File: src/jksd_pkg.sv
// ----------------------------------------------------------------------------
// Joint keyframe stream decoder package
// Shared types, constants and slot helpers for the decoder front and back.
// ----------------------------------------------------------------------------
package jksd_pkg;

	localparam int NUM_SLOTS  = 9;
	localparam int SLOT_W     = 4;
	localparam int VAL_W      = 16;
	localparam int MAX_JOINTS = 256;
	localparam int JCNT_W     = 8;
	localparam int JLIM_W     = 9;
	localparam int FCNT_W     = 16;
	localparam int CFG_IDX_W  = 8;
	localparam int CFG_DATA_W = 16;
	localparam int Q_DEPTH    = 2;

	localparam logic [VAL_W-1:0] SCALE_ONE = 16'h0100;

	// configuration register indexes
	localparam logic [CFG_IDX_W-1:0] REG_JOINT_COUNT = 8'd0;
	localparam logic [CFG_IDX_W-1:0] REG_FRAME_COUNT = 8'd1;

	// slot order in the stream
	localparam logic [SLOT_W-1:0] SLOT_POS_X   = 4'd0;
	localparam logic [SLOT_W-1:0] SLOT_POS_Y   = 4'd1;
	localparam logic [SLOT_W-1:0] SLOT_POS_Z   = 4'd2;
	localparam logic [SLOT_W-1:0] SLOT_SCALE_X = 4'd3;
	localparam logic [SLOT_W-1:0] SLOT_SCALE_Z = 4'd4;
	localparam logic [SLOT_W-1:0] SLOT_SCALE_Y = 4'd5;
	localparam logic [SLOT_W-1:0] SLOT_PITCH   = 4'd6;
	localparam logic [SLOT_W-1:0] SLOT_YAW     = 4'd7;
	localparam logic [SLOT_W-1:0] SLOT_ROLL    = 4'd8;
	localparam logic [SLOT_W-1:0] SLOT_NONE    = 4'd9;

	typedef logic [VAL_W-1:0] field_t;

	typedef struct packed {
		logic                wr;
		logic [SLOT_W-1:0]   slot;
		field_t              value;
		logic                done;
	} token_t;

	typedef struct packed {
		field_t              pos_x;
		field_t              pos_y;
		field_t              pos_z;
		field_t              scale_x;
		field_t              scale_y;
		field_t              scale_z;
		field_t              pitch;
		field_t              yaw;
		field_t              roll;
		logic [JCNT_W-1:0]   joint_index;
		logic [FCNT_W-1:0]   frame_index;
		logic                sequence_end;
	} result_t;

	// flag bit that announces a slot; both scale x and z hang on bit 3
	function automatic logic [7:0] slot_mask(input logic [SLOT_W-1:0] slot);
		logic [7:0] m;
		case (slot)
			SLOT_POS_X:   m = 8'h01;
			SLOT_POS_Y:   m = 8'h02;
			SLOT_POS_Z:   m = 8'h04;
			SLOT_SCALE_X: m = 8'h08;
			SLOT_SCALE_Z: m = 8'h08;
			SLOT_SCALE_Y: m = 8'h10;
			SLOT_PITCH:   m = 8'h20;
			SLOT_YAW:     m = 8'h40;
			SLOT_ROLL:    m = 8'h80;
			default:      m = 8'h00;
		endcase
		return m;
	endfunction

	// first present slot at or after start, SLOT_NONE if there is none
	function automatic logic [SLOT_W-1:0] next_slot(input logic [7:0] flags,
			input logic [SLOT_W-1:0] start);
		logic [SLOT_W-1:0] res;
		logic              found;
		res   = SLOT_NONE;
		found = 1'b0;
		for (int s = 0; s < NUM_SLOTS; s++) begin
			if (!found && SLOT_W'(s) >= start &&
					(flags & slot_mask(SLOT_W'(s))) != 8'h00) begin
				res   = SLOT_W'(s);
				found = 1'b1;
			end
		end
		return res;
	endfunction

	function automatic field_t slot_default(input logic [SLOT_W-1:0] slot);
		field_t v;
		case (slot)
			SLOT_SCALE_X, SLOT_SCALE_Y, SLOT_SCALE_Z: v = SCALE_ONE;
			default:                                  v = '0;
		endcase
		return v;
	endfunction

endpackage

File: src/jksd_front.sv
// ----------------------------------------------------------------------------
// Byte classifier
// Splits the byte stream into flag bytes and value halves, and hands each
// completed field (or an empty record) to the back end as one token.
// ----------------------------------------------------------------------------
module jksd_front (
	input  logic              clk,
	input  logic              arst_n,
	input  logic              take,
	input  logic [7:0]        data_byte,
	output logic              tok_push,
	output jksd_pkg::token_t  tok
);
	import jksd_pkg::*;

	logic [7:0]        flag_q;
	logic              busy_q;
	logic [SLOT_W-1:0] slot_q;
	logic              pending_q;
	logic [7:0]        hold_q;

	logic [SLOT_W-1:0] first_slot;
	logic [SLOT_W-1:0] follow_slot;

	assign first_slot  = next_slot(data_byte, SLOT_POS_X);
	assign follow_slot = next_slot(flag_q, slot_q + SLOT_W'(1));

	always_comb begin
		tok_push   = 1'b0;
		tok.wr     = 1'b0;
		tok.slot   = slot_q;
		tok.value  = {data_byte, hold_q};
		tok.done   = 1'b0;
		if (take) begin
			if (!busy_q) begin
				// empty flag byte: record completes with all defaults
				tok_push = (first_slot == SLOT_NONE);
				tok.done = 1'b1;
			end else if (pending_q) begin
				tok_push = 1'b1;
				tok.wr   = 1'b1;
				tok.done = (follow_slot == SLOT_NONE);
			end
		end
	end

	always_ff @(posedge clk or negedge arst_n) begin
		if (!arst_n) begin
			flag_q    <= '0;
			busy_q    <= 1'b0;
			slot_q    <= SLOT_POS_X;
			pending_q <= 1'b0;
			hold_q    <= '0;
		end else if (take) begin
			if (!busy_q) begin
				flag_q    <= data_byte;
				pending_q <= 1'b0;
				if (first_slot != SLOT_NONE) begin
					busy_q <= 1'b1;
					slot_q <= first_slot;
				end
			end else if (!pending_q) begin
				hold_q    <= data_byte;
				pending_q <= 1'b1;
			end else begin
				pending_q <= 1'b0;
				hold_q    <= '0;
				if (follow_slot == SLOT_NONE) begin
					busy_q <= 1'b0;
				end else begin
					slot_q <= follow_slot;
				end
			end
		end
	end

	a_pending_in_record: assert property (@(posedge clk) disable iff (!arst_n)
		pending_q |-> busy_q) else $error("low byte held outside a record");

	a_slot_present: assert property (@(posedge clk) disable iff (!arst_n)
		busy_q |-> (slot_q < SLOT_NONE) && ((flag_q & slot_mask(slot_q)) != 8'h00))
		else $error("cursor on a slot whose flag bit is clear");

endmodule

File: src/jksd_tokq.sv
// ----------------------------------------------------------------------------
// Token queue
// Two-entry queue between the classifier and the record assembler.
// ----------------------------------------------------------------------------
module jksd_tokq (
	input  logic              clk,
	input  logic              arst_n,
	input  logic              push,
	input  jksd_pkg::token_t  tok_in,
	output logic              full,
	input  logic              pop,
	output logic              empty,
	output jksd_pkg::token_t  tok_out
);
	import jksd_pkg::*;

	token_t     mem_q [Q_DEPTH];
	logic       wr_q;
	logic       rd_q;
	logic [1:0] cnt_q;

	assign full    = (cnt_q == 2'(Q_DEPTH));
	assign empty   = (cnt_q == 2'd0);
	assign tok_out = mem_q[rd_q];

	always_ff @(posedge clk) begin
		if (push && !full) begin
			mem_q[wr_q] <= tok_in;
		end
	end

	always_ff @(posedge clk or negedge arst_n) begin
		if (!arst_n) begin
			wr_q  <= 1'b0;
			rd_q  <= 1'b0;
			cnt_q <= '0;
		end else begin
			if (push && !full) begin
				wr_q <= ~wr_q;
			end
			if (pop && !empty) begin
				rd_q <= ~rd_q;
			end
			cnt_q <= cnt_q + 2'(push && !full) - 2'(pop && !empty);
		end
	end

endmodule

File: src/jksd_back.sv
// ----------------------------------------------------------------------------
// Record assembler
// Applies field tokens to the record, tracks joint and frame numbers, holds
// the configuration and queues finished records for the result side.
// ----------------------------------------------------------------------------
module jksd_back (
	input  logic                                clk,
	input  logic                                arst_n,
	input  logic                                tok_valid,
	input  jksd_pkg::token_t                    tok,
	output logic                                tok_pop,
	input  logic                                cfg_we,
	input  logic [jksd_pkg::CFG_IDX_W-1:0]      cfg_index,
	input  logic [jksd_pkg::CFG_DATA_W-1:0]     cfg_data,
	input  logic                                res_pop,
	output logic                                res_empty,
	output jksd_pkg::result_t                   res
);
	import jksd_pkg::*;

	logic [JLIM_W-1:0] joint_count_q;
	logic [FCNT_W-1:0] frame_count_q;
	logic [JCNT_W-1:0] jcnt_q;
	logic [FCNT_W-1:0] fcnt_q;
	field_t            fv_q [NUM_SLOTS];
	field_t            fv_next [NUM_SLOTS];

	result_t           out_mem_q [Q_DEPTH];
	logic              out_wr_q;
	logic              out_rd_q;
	logic [1:0]        out_cnt_q;
	logic              out_push;
	logic              out_pop;

	logic [JLIM_W-1:0] joint_lim;
	logic [FCNT_W-1:0] frame_lim;
	logic              last_joint;
	logic              last_frame;
	result_t           rec;

	// configuration
	always_ff @(posedge clk or negedge arst_n) begin
		if (!arst_n) begin
			joint_count_q <= JLIM_W'(1);
			frame_count_q <= FCNT_W'(1);
		end else if (cfg_we) begin
			case (cfg_index)
				REG_JOINT_COUNT: joint_count_q <= cfg_data[JLIM_W-1:0];
				REG_FRAME_COUNT: frame_count_q <= cfg_data[FCNT_W-1:0];
				default: ;
			endcase
		end
	end

	always_comb begin
		if (joint_count_q == '0) begin
			joint_lim = JLIM_W'(1);
		end else if (joint_count_q > JLIM_W'(MAX_JOINTS)) begin
			joint_lim = JLIM_W'(MAX_JOINTS);
		end else begin
			joint_lim = joint_count_q;
		end
		frame_lim = (frame_count_q == '0) ? FCNT_W'(1) : frame_count_q;
	end

	assign last_joint = ({1'b0, jcnt_q} + JLIM_W'(1)) >= joint_lim;
	assign last_frame = ({1'b0, fcnt_q} + 17'd1) >= {1'b0, frame_lim};

	// merge the incoming field so a record can finish on its last value
	always_comb begin
		for (int i = 0; i < NUM_SLOTS; i++) begin
			fv_next[i] = (tok.wr && tok.slot == SLOT_W'(i)) ? tok.value : fv_q[i];
		end
	end

	always_comb begin
		rec.pos_x        = fv_next[SLOT_POS_X];
		rec.pos_y        = fv_next[SLOT_POS_Y];
		rec.pos_z        = fv_next[SLOT_POS_Z];
		rec.scale_x      = fv_next[SLOT_SCALE_X];
		rec.scale_y      = fv_next[SLOT_SCALE_Y];
		rec.scale_z      = fv_next[SLOT_SCALE_Z];
		rec.pitch        = fv_next[SLOT_PITCH];
		rec.yaw          = fv_next[SLOT_YAW];
		rec.roll         = fv_next[SLOT_ROLL];
		rec.joint_index  = jcnt_q;
		rec.frame_index  = fcnt_q;
		rec.sequence_end = last_joint && last_frame;
	end

	// a finishing token waits for room in the result queue
	assign tok_pop  = tok_valid && (!tok.done || out_cnt_q != 2'(Q_DEPTH));
	assign out_push = tok_pop && tok.done;
	assign out_pop  = res_pop && !res_empty;

	always_ff @(posedge clk or negedge arst_n) begin
		if (!arst_n) begin
			jcnt_q <= '0;
			fcnt_q <= '0;
			for (int i = 0; i < NUM_SLOTS; i++) begin
				fv_q[i] <= slot_default(SLOT_W'(i));
			end
		end else if (tok_pop) begin
			if (tok.done) begin
				for (int i = 0; i < NUM_SLOTS; i++) begin
					fv_q[i] <= slot_default(SLOT_W'(i));
				end
				if (last_joint) begin
					jcnt_q <= '0;
					fcnt_q <= last_frame ? '0 : fcnt_q + FCNT_W'(1);
				end else begin
					jcnt_q <= jcnt_q + JCNT_W'(1);
				end
			end else begin
				for (int i = 0; i < NUM_SLOTS; i++) begin
					fv_q[i] <= fv_next[i];
				end
			end
		end
	end

	// result queue
	assign res_empty = (out_cnt_q == 2'd0);
	assign res       = out_mem_q[out_rd_q];

	always_ff @(posedge clk) begin
		if (out_push) begin
			out_mem_q[out_wr_q] <= rec;
		end
	end

	always_ff @(posedge clk or negedge arst_n) begin
		if (!arst_n) begin
			out_wr_q  <= 1'b0;
			out_rd_q  <= 1'b0;
			out_cnt_q <= '0;
		end else begin
			if (out_push) begin
				out_wr_q <= ~out_wr_q;
			end
			if (out_pop) begin
				out_rd_q <= ~out_rd_q;
			end
			out_cnt_q <= out_cnt_q + 2'(out_push) - 2'(out_pop);
		end
	end

	a_out_bound: assert property (@(posedge clk) disable iff (!arst_n)
		out_cnt_q <= 2'(Q_DEPTH)) else $error("result queue overflow");

	a_done_lands: assert property (@(posedge clk) disable iff (!arst_n)
		out_push |=> !res_empty) else $error("finished record not queued");

	a_defaults_after_done: assert property (@(posedge clk) disable iff (!arst_n)
		out_push |=> fv_q[SLOT_SCALE_Y] == SCALE_ONE && fv_q[SLOT_POS_X] == '0)
		else $error("record fields not returned to defaults");

endmodule

File: src/joint_keyframe_stream_decoder.sv
// A record's last token passes through the token queue, then the result queue,
// before it shows on the result ports. Throughput: one byte per cycle while full
// is low; a record costs its flag byte plus two bytes per present field, and a
// record is emitted every cycle if they come that fast and records are popped.
// Reset (arst_n low, asynchronous): both queues empty, decoder waits for a
// flag byte, joint and frame numbers zero, both counts back to one.
// ----------------------------------------------------------------------------
// Joint keyframe stream decoder
// Decodes a flag-prefixed skeletal keyframe byte stream into joint records.
// ----------------------------------------------------------------------------
module joint_keyframe_stream_decoder (
	input  logic                                clk,
	input  logic                                arst_n,
	input  logic                                push,
	output logic                                full,
	input  logic [7:0]                          data_byte,
	input  logic                                cfg_valid,
	output logic                                cfg_ready,
	input  logic [jksd_pkg::CFG_IDX_W-1:0]      cfg_index,
	input  logic [jksd_pkg::CFG_DATA_W-1:0]     cfg_data,
	output logic                                empty,
	input  logic                                pop,
	output logic signed [15:0]                  pos_x,
	output logic signed [15:0]                  pos_y,
	output logic signed [15:0]                  pos_z,
	output logic signed [15:0]                  scale_x,
	output logic signed [15:0]                  scale_y,
	output logic signed [15:0]                  scale_z,
	output logic signed [15:0]                  pitch,
	output logic signed [15:0]                  yaw,
	output logic signed [15:0]                  roll,
	output logic [7:0]                          joint_index,
	output logic [15:0]                         frame_index,
	output logic                                sequence_end
);
	import jksd_pkg::*;

	logic    take;
	logic    tok_push;
	token_t  tok_in;
	token_t  tok_out;
	logic    tokq_full;
	logic    tokq_empty;
	logic    tok_pop;
	result_t res;

	assign full      = tokq_full;
	assign take      = push && !tokq_full;
	assign cfg_ready = 1'b1;

	jksd_front u_front (
		.clk       (clk),
		.arst_n    (arst_n),
		.take      (take),
		.data_byte (data_byte),
		.tok_push  (tok_push),
		.tok       (tok_in)
	);

	jksd_tokq u_tokq (
		.clk     (clk),
		.arst_n  (arst_n),
		.push    (tok_push),
		.tok_in  (tok_in),
		.full    (tokq_full),
		.pop     (tok_pop),
		.empty   (tokq_empty),
		.tok_out (tok_out)
	);

	jksd_back u_back (
		.clk       (clk),
		.arst_n    (arst_n),
		.tok_valid (!tokq_empty),
		.tok       (tok_out),
		.tok_pop   (tok_pop),
		.cfg_we    (cfg_valid && cfg_ready),
		.cfg_index (cfg_index),
		.cfg_data  (cfg_data),
		.res_pop   (pop),
		.res_empty (empty),
		.res       (res)
	);

	assign pos_x        = res.pos_x;
	assign pos_y        = res.pos_y;
	assign pos_z        = res.pos_z;
	assign scale_x      = res.scale_x;
	assign scale_y      = res.scale_y;
	assign scale_z      = res.scale_z;
	assign pitch        = res.pitch;
	assign yaw          = res.yaw;
	assign roll         = res.roll;
	assign joint_index  = res.joint_index;
	assign frame_index  = res.frame_index;
	assign sequence_end = res.sequence_end;

endmodule

File: config.mk
export PLATFORM = sky130hd
export DESIGN_NAME = joint_keyframe_stream_decoder
export DESIGN_NICKNAME = d
export VERILOG_FILES = /design/src/jksd_pkg.sv /design/src/jksd_front.sv /design/src/jksd_tokq.sv /design/src/jksd_back.sv /design/src/joint_keyframe_stream_decoder.sv
export SDC_FILE = /design/constraint.sdc
export NUM_CORES = 1
export LEC_CHECK = 0
export BUFFER_PORTS_ARGS = -buffer_cell sky130_fd_sc_hd__clkbuf_2
export CORE_ASPECT_RATIO = 0.6
export CORE_MARGIN = 2
export CORE_UTILIZATION = 59
export CTS_CLUSTER_SIZE = 14
export DETAILED_ROUTE_END_ITERATION = 6
export HOLD_SLACK_MARGIN = 0.03
export PLACE_DENSITY = 0.79
export SLEW_MARGIN = 20
export SYNTH_ARGS = -nofsm -noshare
export SYNTH_HDL_FRONTEND = slang
export SYNTH_SLANG_ARGS = --single-unit
File: constraint.sdc
create_clock -name clk -period 10.6 [get_ports clk]
set_input_delay 3.18 -clock clk [delete_from_list [all_inputs] [get_ports clk]]
set_output_delay 3.18 -clock clk [all_outputs]
set_load 0.02 [all_outputs]
==> results <==
- In this run, synthesis inferred roughly 380 flip-flops with an integrated enable.
- Combinational logic is responsible for a little over a third of the overall power.
- Synthesis handed over a netlist of between 1.5k and 2k instances.
- When the netlist entered floorplanning its net count stood at 1992.
- The final setup violation count is 0.
- The final setup TNS is 0 ns.
- The detailed-route wire length per cell is roughly 21 um.
- Clock-pin slew was measured on the worst setup and hold paths at around 0.07 ns.
- The final instance area is approximately 0.028 sq mm.
- In this run the remaining antenna-violating nets after routing total 0.
- The via count is between 15k and 20k.
- The global-route wire length before repair is ~90000 um.
- The worst setup path is captured at an output pin.
- The number of unique standard cell types used by synthesis is between 60 and 70.
- The number of global-route vias before repair is 15.60k.
- Registers take roughly 0.017 sq mm.
- The switching power total is between 3 and 4 mW.
- In the synthesized netlist the async set-or-reset flop fraction comes to between 30% and 40%.
- The post-synthesis area per instance is about 13 sq um.
- Summing all multi-input logic gate instances after layout gives about 0.0076 sq mm.
- The power density over the cells is 291.3 mW/mm^2.
- The number of hold-repair buffers added at the cts stage is 0.
- The number of fill cells in the layout is 2968.
- In this run the clock root is driven by a sky130_fd_sc_hd__clkbuf_16.
- The run finished with clean final reports.
- In the post-synthesis netlist, the cell with the most instances is sky130_fd_sc_hd__edfxtp_1.
- Of the total synthesized cell area, the portion taken by AND, OR, NAND and NOR gates is 8.366%.
- In the synthesized netlist the dominant register cell turns out to be sky130_fd_sc_hd__edfxtp_1.
- Summing the areas of all compound-gate instances in the mapped netlist gives between 8 and 9% of the synthesized area.
- The fraction of layout instances using a drive strength above 1 is about a quarter.
- Per report_power, the sequential group accounts for a little over two fifths of the total.
- The final critical-path share of the clock period is a little under three fifths.
- The routed via count divided by cell count is between 5 and 6.
- The adder-cell share of the synthesized area is under 10%.
- The total I/O pin count is approximately 210.
- The total internal power is 5.193 mW.
- The worst hold path belongs to the class reg -> reg.
- The number of buffers on the longest clock path is 3.
- The startpoint identified for the worst register-to-register timing path is u_back.fcnt_q[0].
- Of all cell types, the one taking the most synthesized area is sky130_fd_sc_hd__edfxtp_1.
- Setup repair after global routing left no endpoint under its margin.
- The repair_antennas step left the layout with diodes totalling 0.
- The mapped netlist covers 0.02514 sq mm.
- Hold is met by roughly 0.47 ns.
- Max-cap violations in this run came to 0.
- Clock skew on the completed layout was measured at 0.02392 ns.
- After floorplanning, the core was divided into between 50 and 60 placement rows.
- The type of element launching the critical path is a flip-flop.
- The overall fraction of global-route tracks in use is around a quarter.
- IR analysis of the VDD net gives a maximum drop of 0.1761 mV.
- The number of hold violations in the final report is 0.
- The worst-case setup margin in the final layout is around 4.7 ns.
- Multiplexer cells account for approximately a tenth of the synthesized area.
- The clock latency at the later pin of the worst-skew pair is 0.60 ns.
- The synthesis-to-layout area growth is 13.04%.
- The sum of routed wire length over all layers is around 58000 um.
- For this run the aggregate overflow at the end of global routing stands at 0.
- The launch point of the worst hold path is u_back.fv_q[56].
- After synthesis, the largest family of logic cells by area is multiplexers.
- The max-slew violation count is 0.
- The cell leakage power is roughly 11 nW.
- The number of search-and-repair iterations in the first detailed-routing pass is 6.
- The critical path is of the reg -> out type.
- The placement-stage worst setup slack is about 5.0 ns.
- The Yosys step of the flow raised 0 warnings.
- Once layout is complete, the utilization of the core stands at roughly two thirds.
- Routability-driven placement finished with a final weighted congestion of 0.9001.
- The initial antenna violation count is 0.
- The placement-stage cell area is around 0.027 sq mm.
- After detailed routing, the number of remaining DRC violations is 0.
- The total of flip-flops plus latches after synthesis is approximately 610.
- The fraction of the yosys area taken by sequential cells is about two thirds.
- The count of buffers from port buffering is roughly 210.
- The timing startpoint of the critical path is u_back.out_rd_q.
- The largest fanout on the critical path is 85.
- The detailed router finished its first iteration with roughly 1.9k violations.
- Sorting the synthesized cells by area gives the leading types as sky130_fd_sc_hd__edfxtp_1, sky130_fd_sc_hd__dfrtp_1, sky130_fd_sc_hd__mux2_2, sky130_fd_sc_hd__o21ai_0, sky130_fd_sc_hd__nand2_1.
- In this run the biggest area consumer among cell types represents 45.63% of the synthesized area.
- The TritonCTS buffer count is between 50 and 60.
- The cell total after placement is ~2.6k.
- The worst endpoint data arrival time is approximately 2.7 ns.
- The commonest cells after synthesis are sky130_fd_sc_hd__edfxtp_1, sky130_fd_sc_hd__nand2_1, sky130_fd_sc_hd__o21ai_0.
- Headroom to the max-slew limit came out at 27.12%.
- TritonCTS built the clock tree.
- The filler-free cell count of the finished design is between 2k and 3k.
- The xor/xnor cell area share of the yosys netlist is less than 1%.
- The core area is 0.04195 sq mm.
- The post-CTS setup buffer count is 0.
- After the last flow step, the layout net total stands at 2182.
- Derived from the worst setup path, the maximum achievable clock frequency is between 150 and 200 MHz.
- The pin slew with the least headroom to its limit is 1.086 ns.
- The clock network burns 22.1% of the power.
- The required time of the critical path is roughly 7.4 ns.
- In this run switching power makes up 37.27% of total power.
- From bottom edge to top edge, the die measures approximately 160 um.
- Once the floorplan was initialized, standard cells occupied between 50 and 60% of the core.
- After legalization and detailed placement, the total HPWL measured around 38000 um.
- In this run the number of H-tree levels came out at 2.
- The post-route minimum period is 5.913 ns.
- Entering global routing, the biggest net connects 86 pins.
- The area of the die is approximately 0.044 sq mm.
- The quantity of gates resized following cts is 0.
- The clock net in this run drives a total of 605 sinks.
- Measured along the x axis, the die boundary spans 270.5 um.
- Overall power consumption after layout is estimated at approximately 8.3 mW.
## registers in the layout, summed over array words and instances, names as in the netlist, 8 cells and up
register              cells
u_back.out_mem_q        338
u_back.fv_q             144
u_tokq.mem_q             44
u_back.fcnt_q            16
u_back.frame_count_q     16
u_back.joint_count_q      9
u_back.jcnt_q             8
u_front.flag_q            8
u_front.hold_q            8
## cell type report
class | instances | area share (%)
Multi-Input combinational cell | 1177 | 26.79
Timing Repair Buffer | 240 | 4.565
Clock inverter | 10 | 0.2685
Tap cell | 570 | 2.509
Clock buffer | 89 | 5.393
Inverter | 33 | 0.4446
Sequential cell | 605 | 60.03
## worst paths after layout
kind | end | slack (ns) | cells after the start
max in group asynchronous | u_back.out_rd_q | 6.48 | 2
max | pos_y[8] | 4.69 | 3
min in group asynchronous | u_back.joint_count_q[1] | 2.57 | 1
min | u_back.fv_q[56] | 0.47 | 2
max reg2reg | u_back.out_mem_q[0][0] | 6.35 | 14
min reg2reg | u_back.fv_q[56] | 0.47 | 2
## power groups by stage
| stage | Clock (mW) | Sequential, mW | Combinational [mW] |
|---|---|---|---|
| 2_1_floorplan | 0 | 3.52 | 1.99 |
| 3_5_place_dp | 0 | 3.57 | 2.90 |
| 4_1_cts | 1.86 | 3.53 | 2.92 |
| 6_report | 1.83 | 3.53 | 2.91 |
| 5_1_grt | 1.96 | 3.59 | 3.12 |
| 3_3_place_gp | 0 | 3.55 | 2.82 |
## cells in the final DEF (no fill, tap or decap), types with 4 or more instances in the layout
| cell | count |
|---|---|
| sky130_fd_sc_hd__nor2_2 | 5 |
| sky130_fd_sc_hd__and3_1 | 8 |
| sky130_fd_sc_hd__o311ai_0 | 5 |
| sky130_fd_sc_hd__buf_4 | 32 |
| sky130_fd_sc_hd__o31ai_1 | 4 |
| sky130_fd_sc_hd__clkinv_1 | 5 |
| sky130_fd_sc_hd__o21ai_0 | 252 |
| sky130_fd_sc_hd__clkbuf_16 | 54 |
| sky130_fd_sc_hd__nor2b_1 | 11 |
| sky130_fd_sc_hd__clkbuf_1 | 30 |
| sky130_fd_sc_hd__mux2i_1 | 4 |
| sky130_fd_sc_hd__dfstp_2 | 5 |
| sky130_fd_sc_hd__o21a_1 | 4 |
| sky130_fd_sc_hd__edfxtp_1 | 382 |
| sky130_fd_sc_hd__ha_1 | 35 |
| sky130_fd_sc_hd__nand2b_1 | 14 |
| sky130_fd_sc_hd__mux2_2 | 208 |
| sky130_fd_sc_hd__clkbuf_2 | 206 |
| sky130_fd_sc_hd__a22o_1 | 9 |
| sky130_fd_sc_hd__mux2i_2 | 15 |
| sky130_fd_sc_hd__nand4_1 | 7 |
| sky130_fd_sc_hd__xnor2_1 | 18 |
| sky130_fd_sc_hd__nor3_1 | 10 |
| sky130_fd_sc_hd__nor2_1 | 87 |
| sky130_fd_sc_hd__o21ai_1 | 7 |
| sky130_fd_sc_hd__inv_1 | 31 |
| sky130_fd_sc_hd__nand3_1 | 28 |
| sky130_fd_sc_hd__a21o_1 | 10 |
| sky130_fd_sc_hd__clkbuf_8 | 5 |
| sky130_fd_sc_hd__dfrtp_1 | 217 |
| sky130_fd_sc_hd__a21oi_1 | 79 |
| sky130_fd_sc_hd__xor2_1 | 9 |
| sky130_fd_sc_hd__nor4_1 | 9 |
| sky130_fd_sc_hd__or3_1 | 7 |
| sky130_fd_sc_hd__nand2_1 | 284 |
| sky130_fd_sc_hd__and2_1 | 4 |
## worst max-delay path: stages, from the launching register on
cell,delay (ns)
sky130_fd_sc_hd__dfrtp_4,0.76
sky130_fd_sc_hd__buf_6,0.61
sky130_fd_sc_hd__mux2_2,0.43
sky130_fd_sc_hd__clkbuf_2,0.16
## logic make-up after synthesis
family,Yosys count
flops,605
simple gates,489
compound gates,398
mux,227
buf+inv,138
fa+ha+maj,35
xor+xnor,27
other cells,1
## layer usage
metal	global-route usage [%]	wire (um)	up-vias
met2	40.35	26890	616
met3	5.190	4579	84
li1	-	-	7299
met4	6.580	1151	0
met5	0	0	-
met1	39.21	25770	8108
(Power assumes the default switching activity.)
